File: config.mk
export PLATFORM = sky130hd
export DESIGN_NAME = csel_ctrl
export DESIGN_NICKNAME = d
export VERILOG_FILES = /design/src/rtl/csel_pkg.sv /design/src/rtl/csel_ctrl.sv
export SDC_FILE = /design/constraint.sdc
export NUM_CORES = 1
export LEC_CHECK = 0
export BUFFER_PORTS_ARGS = -buffer_cell sky130_fd_sc_hd__buf_2
export CORE_MARGIN = 3
export CORE_UTILIZATION = 56
export DETAILED_ROUTE_END_ITERATION = 10
export HOLD_SLACK_MARGIN = 0.1
export PLACE_DENSITY = 0.94
export SYNTH_ARGS = -nofsm -noshare
export SYNTH_HDL_FRONTEND = slang
export SYNTH_SLANG_ARGS = --single-unit
File: constraint.sdc
create_clock -name clk -period 17.6 [get_ports clk]
set_input_delay 3.52 -clock clk [delete_from_list [all_inputs] [get_ports clk]]
set_output_delay 3.52 -clock clk [all_outputs]
set_load 0.005 [all_outputs]
File: src/rtl/csel_pkg.sv
// ----------------------------------------------------------------------------
// csel_pkg
// Shared types and constants for the CSR sparse matrix entry lookup.
// ----------------------------------------------------------------------------
package csel_pkg;

  localparam int MAX_ROWS     = 1024;
  localparam int MAX_NONZEROS = 4096;
  localparam int COL_BITS     = 16;
  localparam int VALUE_WIDTH  = 32;

  localparam int ROW_W   = 11;
  localparam int PTR_W   = 13;
  localparam int POS_W   = 12;
  localparam int ROW_AW  = $clog2(MAX_ROWS + 1);
  localparam int NZ_AW   = $clog2(MAX_NONZEROS);
  localparam int NROWS_W = 11;
  localparam int NCOLS_W = 17;
  localparam int CFG_W   = 17;

  localparam logic [1:0] REQ_ROW_PTR = 2'd0;
  localparam logic [1:0] REQ_NONZERO = 2'd1;
  localparam logic [1:0] REQ_LOOKUP  = 2'd2;

  localparam logic CFG_NUM_ROWS = 1'b0;
  localparam logic CFG_NUM_COLS = 1'b1;

  typedef struct packed {
    logic [1:0]             req_type;
    logic [ROW_W-1:0]       row;
    logic [COL_BITS-1:0]    col;
    logic [PTR_W-1:0]       position;
    logic [VALUE_WIDTH-1:0] value;
  } req_t;

  typedef struct packed {
    logic                   found;
    logic [VALUE_WIDTH-1:0] entry_value;
    logic [POS_W-1:0]       entry_position;
  } rsp_t;

  typedef struct packed {
    logic              we;
    logic [ROW_AW-1:0] waddr;
    logic [PTR_W-1:0]  wdata;
    logic              re;
    logic [ROW_AW-1:0] raddr;
  } row_mem_ctl_t;

  typedef struct packed {
    logic                   we;
    logic [NZ_AW-1:0]       waddr;
    logic [COL_BITS-1:0]    col;
    logic [VALUE_WIDTH-1:0] value;
    logic                   re;
    logic [NZ_AW-1:0]       raddr;
  } nz_mem_ctl_t;

endpackage

File: src/rtl/csel_ctrl.sv
// ----------------------------------------------------------------------------
// csel_ctrl
// Request decode, size registers and binary search sequencer.
// ----------------------------------------------------------------------------
module csel_ctrl
  import csel_pkg::*;
(
  input  logic                   clk,
  input  logic                   rst,
  input  logic                   req_valid,
  output logic                   req_ready,
  input  req_t                   req,
  output logic                   rsp_valid,
  input  logic                   rsp_ready,
  output rsp_t                   rsp,
  input  logic                   cfg_we,
  input  logic                   cfg_index,
  input  logic [CFG_W-1:0]       cfg_wdata,
  output row_mem_ctl_t           row_ctl,
  input  logic [PTR_W-1:0]       row_rdata,
  output nz_mem_ctl_t            nz_ctl,
  input  logic [COL_BITS-1:0]    col_rdata,
  input  logic [VALUE_WIDTH-1:0] val_rdata
);

  typedef enum logic [2:0] {
    IDLE,
    RD_LO,
    RD_HI,
    PROBE,
    FINISH
  } state_t;

  state_t                 state;
  logic [NROWS_W-1:0]     num_rows;
  logic [NCOLS_W-1:0]     num_cols;
  logic [ROW_W-1:0]       row_q;
  logic [COL_BITS-1:0]    col_q;
  logic [PTR_W-1:0]       lo;
  logic [PTR_W-1:0]       hi;
  logic [NZ_AW-1:0]       mid;
  rsp_t                   res;

  logic                   accept;
  logic                   miss;
  logic                   hit;
  logic [PTR_W-1:0]       hi_clamp;
  logic [PTR_W-1:0]       range_lo;
  logic [PTR_W-1:0]       range_hi;
  logic                   range_ok;
  logic [PTR_W-1:0]       mid_calc;
  logic [NZ_AW-1:0]       mid_next;

  assign req_ready = (state == IDLE);
  assign accept    = req_valid && req_ready;

  assign miss = (req.row >= num_rows) || (req.row >= ROW_W'(MAX_ROWS)) ||
                ({1'b0, req.col} >= num_cols);

  assign hit = (col_rdata == col_q);

  assign hi_clamp = (row_rdata > PTR_W'(MAX_NONZEROS)) ? PTR_W'(MAX_NONZEROS) : row_rdata;

  always_comb begin
    range_lo = lo;
    range_hi = hi;
    if (state == RD_HI) begin
      range_hi = hi_clamp;
    end else if (col_rdata < col_q) begin
      range_lo = PTR_W'({1'b0, mid}) + PTR_W'(1);
    end else begin
      range_hi = PTR_W'({1'b0, mid});
    end
  end

  assign range_ok = (range_lo < range_hi);
  assign mid_calc = range_lo + ((range_hi - range_lo) >> 1);
  assign mid_next = mid_calc[NZ_AW-1:0];

  always_comb begin
    row_ctl.we    = accept && (req.req_type == REQ_ROW_PTR) &&
                    (req.row <= ROW_W'(MAX_ROWS));
    row_ctl.waddr = ROW_AW'(req.row);
    row_ctl.wdata = req.position;
    row_ctl.re    = (accept && (req.req_type == REQ_LOOKUP) && !miss) || (state == RD_LO);
    row_ctl.raddr = (state == RD_LO) ? ROW_AW'(row_q + ROW_W'(1)) : ROW_AW'(req.row);

    nz_ctl.we    = accept && (req.req_type == REQ_NONZERO) &&
                   (req.position < PTR_W'(MAX_NONZEROS));
    nz_ctl.waddr = req.position[NZ_AW-1:0];
    nz_ctl.col   = req.col;
    nz_ctl.value = req.value;
    nz_ctl.re    = ((state == RD_HI) || ((state == PROBE) && !hit)) && range_ok;
    nz_ctl.raddr = mid_next;
  end

  always_ff @(posedge clk) begin
    if (rst) begin
      num_rows <= '0;
      num_cols <= '0;
    end else if (cfg_we) begin
      unique case (cfg_index)
        CFG_NUM_ROWS: num_rows <= cfg_wdata[NROWS_W-1:0];
        CFG_NUM_COLS: num_cols <= cfg_wdata[NCOLS_W-1:0];
        default: ;
      endcase
    end
  end

  always_ff @(posedge clk) begin
    if (rst) begin
      state     <= IDLE;
      rsp_valid <= 1'b0;
    end else begin
      if (rsp_valid && rsp_ready && (state != FINISH)) begin
        rsp_valid <= 1'b0;
      end
      unique case (state)
        IDLE: begin
          if (accept && (req.req_type == REQ_LOOKUP)) begin
            row_q <= req.row;
            col_q <= req.col;
            if (miss) begin
              res   <= '0;
              state <= FINISH;
            end else begin
              state <= RD_LO;
            end
          end
        end
        RD_LO: begin
          lo    <= row_rdata;
          state <= RD_HI;
        end
        RD_HI: begin
          lo <= range_lo;
          hi <= range_hi;
          if (range_ok) begin
            mid   <= mid_next;
            state <= PROBE;
          end else begin
            res   <= '0;
            state <= FINISH;
          end
        end
        PROBE: begin
          if (hit) begin
            res.found          <= 1'b1;
            res.entry_value    <= val_rdata;
            res.entry_position <= mid;
            state              <= FINISH;
          end else begin
            lo <= range_lo;
            hi <= range_hi;
            if (range_ok) begin
              mid <= mid_next;
            end else begin
              res   <= '0;
              state <= FINISH;
            end
          end
        end
        FINISH: begin
          if (!rsp_valid || rsp_ready) begin
            rsp       <= res;
            rsp_valid <= 1'b1;
            state     <= IDLE;
          end
        end
        default: state <= IDLE;
      endcase
    end
  end

endmodule

==> summary.txt, run 1 <==
Status
  • Status: completed

Route
  • First-pass DRT Iterations: 5
  • Via count: 7518
  • Avg WL per Cell: 18.6 microns
  • Post-route ant nets: 0
  • Routed WL: 24200 microns
  • Drt initial violations: 648
  • Post-DR vias/cell: 5.77
  • DRC violations left: 0

Worst setup path
  • Worst reg2reg path startpoint: state[2]
  • Largest delay contributor family on the critical path: compound AO/OA/AOI/OAI gates
  • Crit path arrival time: between 8 and 9 ns
  • FF-to-FF End: mid[11]
  • Slowest CP cell: nand3_1
  • CP Capture Type: primary output
  • CP required: roughly 14 ns
  • Start point of the critical path: col_rdata[15]
  • Worst r2r path cells: 19
  • Crit path launch type: primary input
  • End of the critical path: nz_ctl[11]
  • Crit path largest cell delay: 0.60 ns
  • Crit-path cells: buf_2 > ha_1 > nand4_1 > a2111o_1 > nand3_1 > mux2i_1 > o21a_1 > inv_1 > ha_1 > nor2b_1 > o21a_1 > o21a_1 > o21ai_0 > nand2b_1 > a31oi_1 > xnor2_1 > ha_1 > o21ai_0 > a221oi_1 > o22ai_1 > xnor3_1 > buf_2
  • CP bufs+invs: 3
  • Worst path depth: 22
  • Largest fanout on the critical path: 13
  • Flop-to-flop setup slack: around 11 ns
  • Setup CP Type: in2out

Global routing
  • Grt met2 use: 0.379
  • Met1 Use GR: 0.307
  • Vias in the first global route: 7235
  • Largest net degree at the start of global routing: 46
  • Initial antenna violation count: 0
  • Global route hottest layer: met2
  • GRT Util Overall: 0.237
  • First-pass GRT wire length: 37100 microns
  • Met3 usage: 0.0516
  • Grt total ovfl: 0

Timing
  • Final hold vios: 0
  • Setup_tns: 0 ns
  • Min Tclk post-route: 12.42 ns
  • Relative slew slack: 0.194
  • Skew final: 0.0116 ns
  • Post-route clock period utilization: 0.706
  • Final setup vio count: 0
  • Tightest Pin Transition: 1.21 ns
  • RSZ-0062 raised after global routing: no
  • Slew Limit Fails: 0
  • Fmax: 0.0805 GHz

Place
  • RePlAce Congestion: 0.914
  • Placed Cells: 1270
  • DPL Wire Length: between 15000 and 20000 microns
  • # port buffers: 215
  • Dpl cell area: 10900 sq um

Logic synthesis
  • Async SR Flop Fraction: 0
  • Syn_nets: around 1200
  • Synth area leaders: edfxtp_1, ha_1, dfxtp_1, buf_4, a22o_1
  • Largest area contributor in the synthesized netlist: edfxtp_1
  • Avg Cell Area, Syn: 10.9 sq um
  • Mapped Cells: 936
  • Synth top area share: 0.455
  • Post-synth EDFFs: 155
  • Sequential area share after synthesis: 0.518
  • Cell area after synthesis: between 10000 and 15000 sq um
  • Post-synth cell types: 60
  • FF+latch count, synth: between 150 and 200
  • Synth warn: 0
  • Top FF cell, synth: edfxtp_1

Die
  • Die ar.: 19900 sq um
  • Cell row count: 48
  • Die H: 141 microns
  • Starting density of the core: 0.581
  • Die X: 141 microns
  • IO Count: about 320
  • CORE AREA: 17600 sq um

Clock network
  • Bufs on Longest Clock Path: 2
  • Clock sink count: 187
  • Post-CTS Hold Buffers: 0
  • CTS H-tree lvls: 4
  • Post-CTS Setup Repair Bufs: 0
  • Root Buffer: clkbuf_16
  • Post-CTS resize count: 0
  • Clock Latency Late Sink: 0.43 ns
  • Clock-pin slew on the worst setup and hold paths: 0.07 ns
  • CTS Buf Count: 17
  • CTS tree: done

Finish
  • Share of layout cells above drive strength 1: 0.252
  • Non-Filler Instances: 1302
  • Nets: 1293
  • Area growth syn-to-layout: 12.6%
  • Layout Utilization: 0.654
  • Diode count: 0
  • Final instance area: 11500 sq um

Power
  • Leakage power: 4.69 nW
  • Overall Power: 0.00104 W
  • Power Density: roughly 90 nW/um^2
  • Worst ir drop on vdd: 0.0639 mV

Flow run
  • Max cap viols: 0

Hold path
  • Hold crit path type: reg2reg
==> registers in the layout, indices dropped and copies added (netlist names) <==
name / flops
res: 45
rsp: 45
num_cols: 17
col_q: 16
hi: 13
lo: 13
mid: 12
num_rows: 11
row_q: 11
state: 3
rsp_valid: 1
==> metal layers <==
| metal | routed length, microns | part of all wire |
|---|---|---|
| met4 | 1030 | 0.043 |
| met2 | 11500 | 0.48 |
| met5 | 0 | 0 |
| met1 | 9840 | 0.41 |
| met3 | 1820 | 0.075 |
==> placed cells by master (no fill, tap or decap), drive strengths merged, types with 32 or more instances in the layout <==
| cell | n |
|---|---|
| ha | 69 |
| inv | 79 |
| nand2 | 97 |
| buf | 223 |
| edfxtp | 155 |
| nor2 | 47 |
| a22o | 44 |
| dfxtp | 32 |
| o21ai | 44 |
| a21oi | 73 |
==> synthesized netlist by cell type (8+ instances only) <==
master	instances
edfxtp_1	155
nand2_1	97
buf_4	85
a21oi_1	73
inv_1	71
ha_1	69
nor2_1	45
a22o_1	44
o21ai_0	40
dfxtp_1	32
xnor2_1	20
clkbuf_1	19
a21o_1	15
mux2i_1	15
xor2_1	14
nand3_1	13
nand4_1	11
nor2b_1	10
nand2b_1	8
==> power by group <==
group          internal, W  switching (W)
Sequential        0.000488     0.00000380
Clock             0.000204       0.000180
Combinational    0.0000720      0.0000925
Total             0.000764       0.000276
==> area by class of cell <==
cell class	instances	area, sq um
fill	1253	6090
inverter	71	267
clock buffer	17	425
sequential	187	5300
clock inverter	15	175
multi-input combinational	564	3920
timing repair buffer	223	1140
tap	225	282
==> kinds of logic after synthesis <==
family	count (synthesis)	synth area share
fa+ha+maj	71	0.0884
flops	187	0.518
compound gates	214	0.136
simple gates	225	0.104
mux	18	0.0191
buf+inv	185	0.101
xor+xnor	36	0.0329
==> how the worst min path moves through the flow <==
stage | start | to | depth (start not counted)
6_report | res[22] | rsp[22] | 0
5_1_grt | res[15] | rsp[15] | 0
4_1_cts | res[37] | rsp[37] | 0
3_5_place_dp | res[42] | rsp[42] | 0
3_3_place_gp | res[15] | rsp[15] | 0
2_1_floorplan | res[44] | rsp[44] | 0
==> metrics by stage <==
| stage | setup WS [ns] | hold slack [ns] |
|---|---|---|
| 2_1_floorplan | 6.38 | 0.427 |
| 3_3_place_gp | 5.47 | 0.430 |
| 4_1_cts | 5.22 | 0.451 |
| 3_5_place_dp | 5.23 | 0.434 |
| 5_1_grt | 4.84 | 0.456 |
| 6_report | 5.18 | 0.453 |
No activity file was read; power rests on OpenSTA's default activity.
==> run 2: changes to the inputs <==
- ABC_AREA: unset -> 1
- CORE_UTILIZATION: 56 -> 47
- PLACE_DENSITY: 0.94 -> 0.85
- clock period: 17.6 -> 10.3 ns (I/O delays scaled with it)
==> run 2 against run 1 <==
Non-clock buffer count fell by 4; sequential power rose by 76%; wire length rose by 2.9%; die area rose by 22%; hold slack got worse by 0.0043 ns; area after synthesis rose by 3.6%; design area rose by 3.3%; synthesized cell count rose by 24%; critical endpoint unchanged; highest routed layer unchanged.
==> summary.txt, run 2 <==
Hold path
  • Hold path depth: 0 (unchanged)
  • Hold EP: rsp[33]
  • Hold crit path type: reg2reg
  • Hold Startpoint: res[33]

Clock network
  • Clock sink count: 187 (unchanged)
  • Post-CTS resize count: 0 (unchanged)
  • Post-CTS Hold Buffers: 0 (unchanged)
  • Bufs on Longest Clock Path: 2 (unchanged)
  • CTS Buf Count: 17 (unchanged)
  • CTS tree: done
  • Clock-pin slew on the worst setup and hold paths: 0.07 ns (about the same)
  • Root Buffer: clkbuf_16
  • Post-CTS Setup Repair Bufs: 0 (unchanged)
  • Clock Latency Late Sink: 0.44 ns (about the same)
  • CTS H-tree lvls: 4 (unchanged)

Logic synthesis
  • Avg Cell Area, Syn: 9.13 sq um (-16%)
  • Synth warn: 0 (unchanged)
  • Sequential area share after synthesis: 0.500 (-0.0181)
  • FF+latch count, synth: 187 (unchanged)
  • Synth top cells by count: nand2_1, edfxtp_1, inv_1
  • Post-synth cell types: 41 (-32%)
  • Syn_nets: 1389 (+19%)
  • Largest area contributor in the synthesized netlist: edfxtp_1
  • Cell area after synthesis: 10600 sq um (+3.6%)
  • Most common cell in the synthesized netlist: nand2_1
  • Mapped Cells: 1160 (+24%)
  • Async SR Flop Fraction: 0 (unchanged)
  • Post-synth EDFFs: 155 (unchanged)
  • Top FF cell, synth: edfxtp_1
  • Synth area leaders: edfxtp_1, nand2_1, ha_1, dfxtp_1, buf_4
  • Synth top area share: 0.440 (-0.0159)

Worst setup path
  • Flop-to-flop setup slack: 4.85 ns (-6.63 ns)
  • Slowest CP cell: fa_1
  • Setup CP Type: in2out
  • Most common cell on crit path: nand2_1
  • CP required: 8.24 ns (-5.84 ns)
  • Largest fanout on the critical path: 13 (unchanged)
  • Worst r2r path cells: 22 (+3)
  • Crit path arrival time: 6.95 ns (-1.95 ns)
  • FF-to-FF End: mid[11]
  • Worst reg2reg path startpoint: state[1]
  • Crit path launch type: primary input
  • Crit path largest cell delay: 0.41 ns (-0.19 ns)
  • CP Capture Type: primary output

Global routing
  • First-pass GRT wire length: 39400 microns (+6.0%)
  • Initial antenna violation count: 0 (unchanged)
  • Vias in the first global route: 7866 (+8.7%)
  • GRT Util Overall: 0.203 (-0.0341)
  • Met3 usage: 0.0474 (-0.00413)
  • Grt met2 use: 0.341 (-0.0380)
  • Grt total ovfl: 0 (unchanged)
  • Largest net degree at the start of global routing: 46 (unchanged)
  • Met1 Use GR: 0.257 (-0.0504)
  • Global route hottest layer: met2

Place
  • Dpl cell area: 11300 sq um (+3.4%)
  • DPL Wire Length: 19600 microns (+8.8%)
  • RePlAce Congestion: 1.01 (+10%)
  • # port buffers: 215 (unchanged)

Die
  • IO Count: 316 (unchanged)
  • Starting density of the core: 0.482 (-0.0985)
  • Die H: 156 microns (+11%)
  • Die ar.: 24400 sq um (+22%)
  • Cell row count: 54 (+13%)
  • CORE AREA: 22000 sq um (+25%)
  • Die X: 156 microns (+11%)

Power
  • Leakage power: 5.38 nW (+15%)
  • Worst ir drop on vdd: 0.0937 mV (+47%)
  • Power Density: 162 nW/um^2 (+79%)

Timing
  • Slew Limit Fails: 0 (unchanged)
  • Tightest Pin Transition: 1.15 ns (-0.0551 ns)
  • Skew final: 0.0164 ns (+0.00478 ns)
  • Setup_tns: 0 ns (unchanged)
  • RSZ-0062 raised after global routing: no
  • Min Tclk post-route: 9.01 ns
  • Final hold vios: 0 (unchanged)
  • Relative slew slack: 0.229 (+0.0343)
  • Final setup vio count: 0 (unchanged)
  • Fmax: 0.111 GHz
  • Post-route clock period utilization: 0.875

Finish
  • Diode count: 0 (unchanged)
  • Area growth syn-to-layout: 12.2%
  • Most frequent cells in the layout: nand2_1, buf_2, edfxtp_1, inv_1, o21ai_0
  • Top Registers: res: 45 flops, rsp: 45 flops, num_cols: 17 flops
  • Final instance area: 11900 sq um (+3.3%)
  • Nets: 1516 (+17%)
  • Commonest non-fill, non-tap cell in the layout: nand2_1
  • Share of layout cells above drive strength 1: 0.214 (-0.0378)

Route
  • Avg WL per Cell: 15.8 microns (-15%)
  • Via count: 8129 (+8.1%)
  • First-pass DRT Iterations: 5 (unchanged)
  • Routed WL: 24900 microns (+2.9%)
  • Drt initial violations: 479 (-26%)
  • DRC violations left: 0 (unchanged)
  • Post-DR vias/cell: 5.14 (-11%)
  • Post-route ant nets: 0 (unchanged)

Status
  • Status: completed

Flow run
  • Max cap viols: 0 (unchanged)
[run 2: logic make-up after synthesis]
family,synth area share
flops,0.500
compound gates,0.0987
buf+inv,0.125
simple gates,0.165
xor+xnor,0.0256
fa+ha+maj,0.0853
[run 2: per-stage QoR]
stage	worst slack [ns]	hold slack, ns	utilization	power, W	std cells
final	1.29	0.448	0.541	0.00192	1580
after global routing	0.782	0.457	0.541	0.00203	1580
after CTS	1.30	0.449	0.541	0.00194	1580
after detailed placement	1.31	0.434	0.514	0.00128	1548
after global placement	1.50	0.430	0.514	0.00127	1548
after floorplan	2.49	0.427	-	0.00115	1160
[run 2: layout make-up]
type | count | area [sq um]
Timing Repair Buffer | 219 | 1110
Fill cell | 1963 | 10100
Clock buffer | 18 | 429
Inverter | 142 | 538
Multi-Input combinational cell | 720 | 3990
Tap cell | 280 | 350
Clock inverter | 14 | 176
Sequential cell | 187 | 5300
[run 2: how the worst max path moves through the flow]
| stage | from | endpoint | slack [ns] | cells after the start |
|---|---|---|---|---|
| 2_1_floorplan | req[53] | res[0] | 2.49 | 9 |
| 3_3_place_gp | col_rdata[9] | nz_ctl[11] | 1.50 | 29 |
| 3_5_place_dp | col_rdata[9] | nz_ctl[11] | 1.31 | 29 |
| 4_1_cts | col_rdata[11] | nz_ctl[11] | 1.30 | 28 |
| 5_1_grt | col_rdata[9] | nz_ctl[11] | 0.78 | 29 |
| 6_report | col_rdata[9] | nz_ctl[11] | 1.29 | 29 |
[run 2: critical path, delay by kind of cell]
family                     cells  cell delay (ns)
AOI/OAI and AO/OA              8             1.45
adders and majority gates      4             1.26
and+or+nand+nor                9             1.20
buffers and inverters          7             0.82
xor gates and xnor gates       1             0.17
[run 2: metal layers]
metal | share of wire | vias to the layer above
met5 | 0 | -
met4 | 0.027 | 0
met3 | 0.066 | 44
met2 | 0.48 | 310
met1 | 0.43 | 3721
li1 | - | 4054
[run 2: power breakdown]
group	switching [W]	internal (W)	leakage, nW	total, W
Clock	0.000315	0.000350	0.296	0.000665
Sequential	0.00000893	0.000855	1.68	0.000864
Combinational	0.000239	0.000155	3.40	0.000394
==> run 3: changes to the inputs <==
- CORE_UTILIZATION: 47 -> 49
- CTS_BUF_LIST: unset -> sky130_fd_sc_hd__clkbuf_4
- PLACE_DENSITY: 0.85 -> 0.87
==> run 3 against run 2 <==
Die area down 3.9%; combinational power is 2% higher; register-to-register slack gained 0.03 ns; final cell count fell by 0.25%; worst setup slack improved by 0.038 ns; critical path depth stayed put; global-route usage up 0.79 points; core utilization up 0.39 points; flip-flop and latch count is the same; hold slack got worse by 0.0025 ns; critical endpoint unchanged; largest cell class unchanged.
==> summary.txt, run 3 (synthesis gave the netlist of run 2 again) <==
Clock network
  • Bufs on Longest Clock Path: 2 (unchanged)
  • Post-CTS resize count: 0 (unchanged)
  • Post-CTS Setup Repair Bufs: 0 (unchanged)
  • Root Buffer: clkbuf_4
  • CTS H-tree lvls: 4 (unchanged)
  • Post-CTS Hold Buffers: 0 (unchanged)
  • Clock-pin slew on the worst setup and hold paths: 0.16 ns (+0.09 ns)
  • CTS Buf Count: 17 (unchanged)
  • CTS tree: done
  • Clock sink count: 187 (unchanged)
  • Clock Latency Late Sink: 0.58 ns (+0.14 ns)

Global routing
  • Largest net degree at the start of global routing: 46 (unchanged)
  • Grt total ovfl: 0 (unchanged)
  • Initial antenna violation count: 1 (+1)
  • GRT Util Overall: 0.211 (+0.00790)
  • First-pass GRT wire length: 39900 microns (+1.3%)
  • Vias in the first global route: 8145 (+3.5%)

Power
  • Overall Power: 0.00165 W (-14%)
  • Power Density: 143 nW/um^2 (-12%)
  • Switch Pwr: 0.000532 W (-5.5%)
  • Int Power: 0.00112 W (-18%)
  • Power share of the combinational group: 0.243 (+0.038)
  • Worst ir drop on vdd: 0.0653 mV (-30%)
  • Net Sw Frac: 0.323 (+0.0303)
  • Sequential Power Share: 0.525 (+0.076)
  • Leakage power: 5.22 nW (-3.0%)
  • Clock share of power: 0.232 (-0.114)

Timing
  • Hold slack: 0.446 ns (-0.00251 ns)
  • Final setup vio count: 0 (unchanged)
  • Setup_tns: 0 ns (unchanged)
  • Min Tclk post-route: 8.97 ns (-0.0384 ns)
  • Slew Limit Fails: 0 (unchanged)
  • Skew final: 0.0216 ns (+0.00524 ns)
  • RSZ-0062 raised after global routing: no
  • Post-route clock period utilization: 0.871 (-0.00373)
  • Fmax: 0.111 GHz (+0.43%)
  • PnR worst setup slack: 1.33 ns (+0.0384 ns)
  • Final hold vios: 0 (unchanged)
  • Tightest Pin Transition: 1.10 ns (-0.0565 ns)
  • Relative slew slack: 0.267 (+0.0383)

Route
  • Routed WL: 25300 microns (+1.6%)
  • Post-route ant nets: 0 (unchanged)
  • Metal3 WL: 1710 microns (+3.5%)
  • Metal-1 WL: 10300 microns (-3.0%)
  • Max layer used: met4
  • Drt initial violations: 485 (+1.3%)
  • First-pass DRT Iterations: 6 (+1)
  • Post-DR vias/cell: 5.28 (+2.7%)
  • Via count: 8328 (+2.4%)
  • Avg WL per Cell: 16.1 microns (+1.8%)
  • DRC violations left: 0 (unchanged)
  • WL met2: 12300 microns (+3.5%)

Place
  • DPL Wire Length: 20000 microns (+2.1%)
  • Dpl cell area: 11300 sq um (about the same)
  • Post-Place Setup Slack: 1.37 ns (+0.0692 ns)
  • RePlAce Congestion: 0.993 (-1.7%)
  • # port buffers: 215 (unchanged)

Flow run
  • Max cap viols: 0 (unchanged)

Finish
  • Share of layout cells above drive strength 1: 0.213 (-0.000769)
  • Final instance area: 11500 sq um (-3.0%)
  • Area growth syn-to-layout: 8.87%
  • Commonest non-fill, non-tap cell in the layout: nand2_1
  • Nets: 1516 (unchanged)
  • Top Registers: res: 45 flops, rsp: 45 flops, num_cols: 17 flops
  • Most frequent cells in the layout: nand2_1, buf_2, edfxtp_1, inv_1, o21ai_0

Die
  • Starting density of the core: 0.501 (+0.0183)
  • Die H: 153 microns (-2.0%)
  • Die ar.: 23400 sq um (-3.9%)
  • Cell row count: 53 (-1.9%)
  • CORE AREA: 21200 sq um (-3.7%)
  • IO Count: 316 (unchanged)
  • Die X: 153 microns (-2.0%)

Worst setup path
  • Crit path largest cell delay: 0.42 ns (about the same)
  • Setup CP Type: in2out
  • Crit path arrival time: 6.91 ns (-0.04 ns)
  • CP Capture Type: primary output
  • CP required: 8.24 ns (about the same)
  • Largest fanout on the critical path: 13 (unchanged)
  • Most common cell on crit path: nand2_1
  • Crit path launch type: primary input
  • Slowest CP cell: fa_1

Hold path
  • Hold crit path type: reg2reg

Status
  • Status: completed
[run 3: cell types whose count changed in the layout (fill, tap and decap cells not counted), moves of 2 or more]
cell        delta
clkinv_8       -3
clkinvlp_4     +2
clkbuf_4      +17
clkbuf_16     -17
clkinv_1       +2
[run 3: metrics by stage]
| step | utilization | instances |
|---|---|---|
| 3_3_place_gp | 0.533 | 1543 |
| 5_1_grt | 0.545 | 1576 |
| 6_report | 0.545 | 1576 |
| 3_5_place_dp | 0.533 | 1543 |
| 4_1_cts | 0.545 | 1575 |
| 2_1_floorplan | - | 1160 |
[run 3: area by class of cell]
| type | instances | area, sq um |
|---|---|---|
| clock buffers | 17 | 128 |
| inverters | 142 | 538 |
| diodes | 1 | 2.50 |
| multi-input cells | 720 | 3990 |
| fillers | 1857 | 9630 |
| clock inverters | 15 | 129 |
| repair buffers | 219 | 1110 |
| flip-flops and latches | 187 | 5300 |
| well taps | 275 | 344 |
[run 3: worst paths after layout]
kind                            slack (ns)  cells after the start    endpoint    startpoint
worst min-delay path                  0.45                      0     rsp[25]       res[25]
worst max-delay path                  1.33                     29  nz_ctl[11]  col_rdata[9]
worst max register to register        4.88                     22     mid[11]      state[1]
worst min register to register        0.45                      0     rsp[25]       res[25]
[run 3: power by group through the flow]
stage | Clock (W) | Sequential (W) | Combinational [W]
6_report | 0.000382 | 0.000864 | 0.000401
5_1_grt | 0.000421 | 0.000867 | 0.000451
4_1_cts | 0.000392 | 0.000864 | 0.000401
3_5_place_dp | 0 | 0.000881 | 0.000399
3_3_place_gp | 0 | 0.000880 | 0.000386
2_1_floorplan | 0 | 0.000881 | 0.000270
[run 3: per-layer routing]
layer | vias up | track usage
met1 | 3873 | 0.259
met3 | 65 | 0.0478
met2 | 343 | 0.359
li1 | 4047 | -
met5 | - | 0
met4 | 0 | 0.0882
[run 3: worst max-delay path, delay by kind of cell]
kind,cells,cell delay (ns)
compound gates,8,1.40
simple gates,9,1.18
fa+ha+maj,4,1.28
xor+xnor,1,0.17
buf+inv,7,0.82
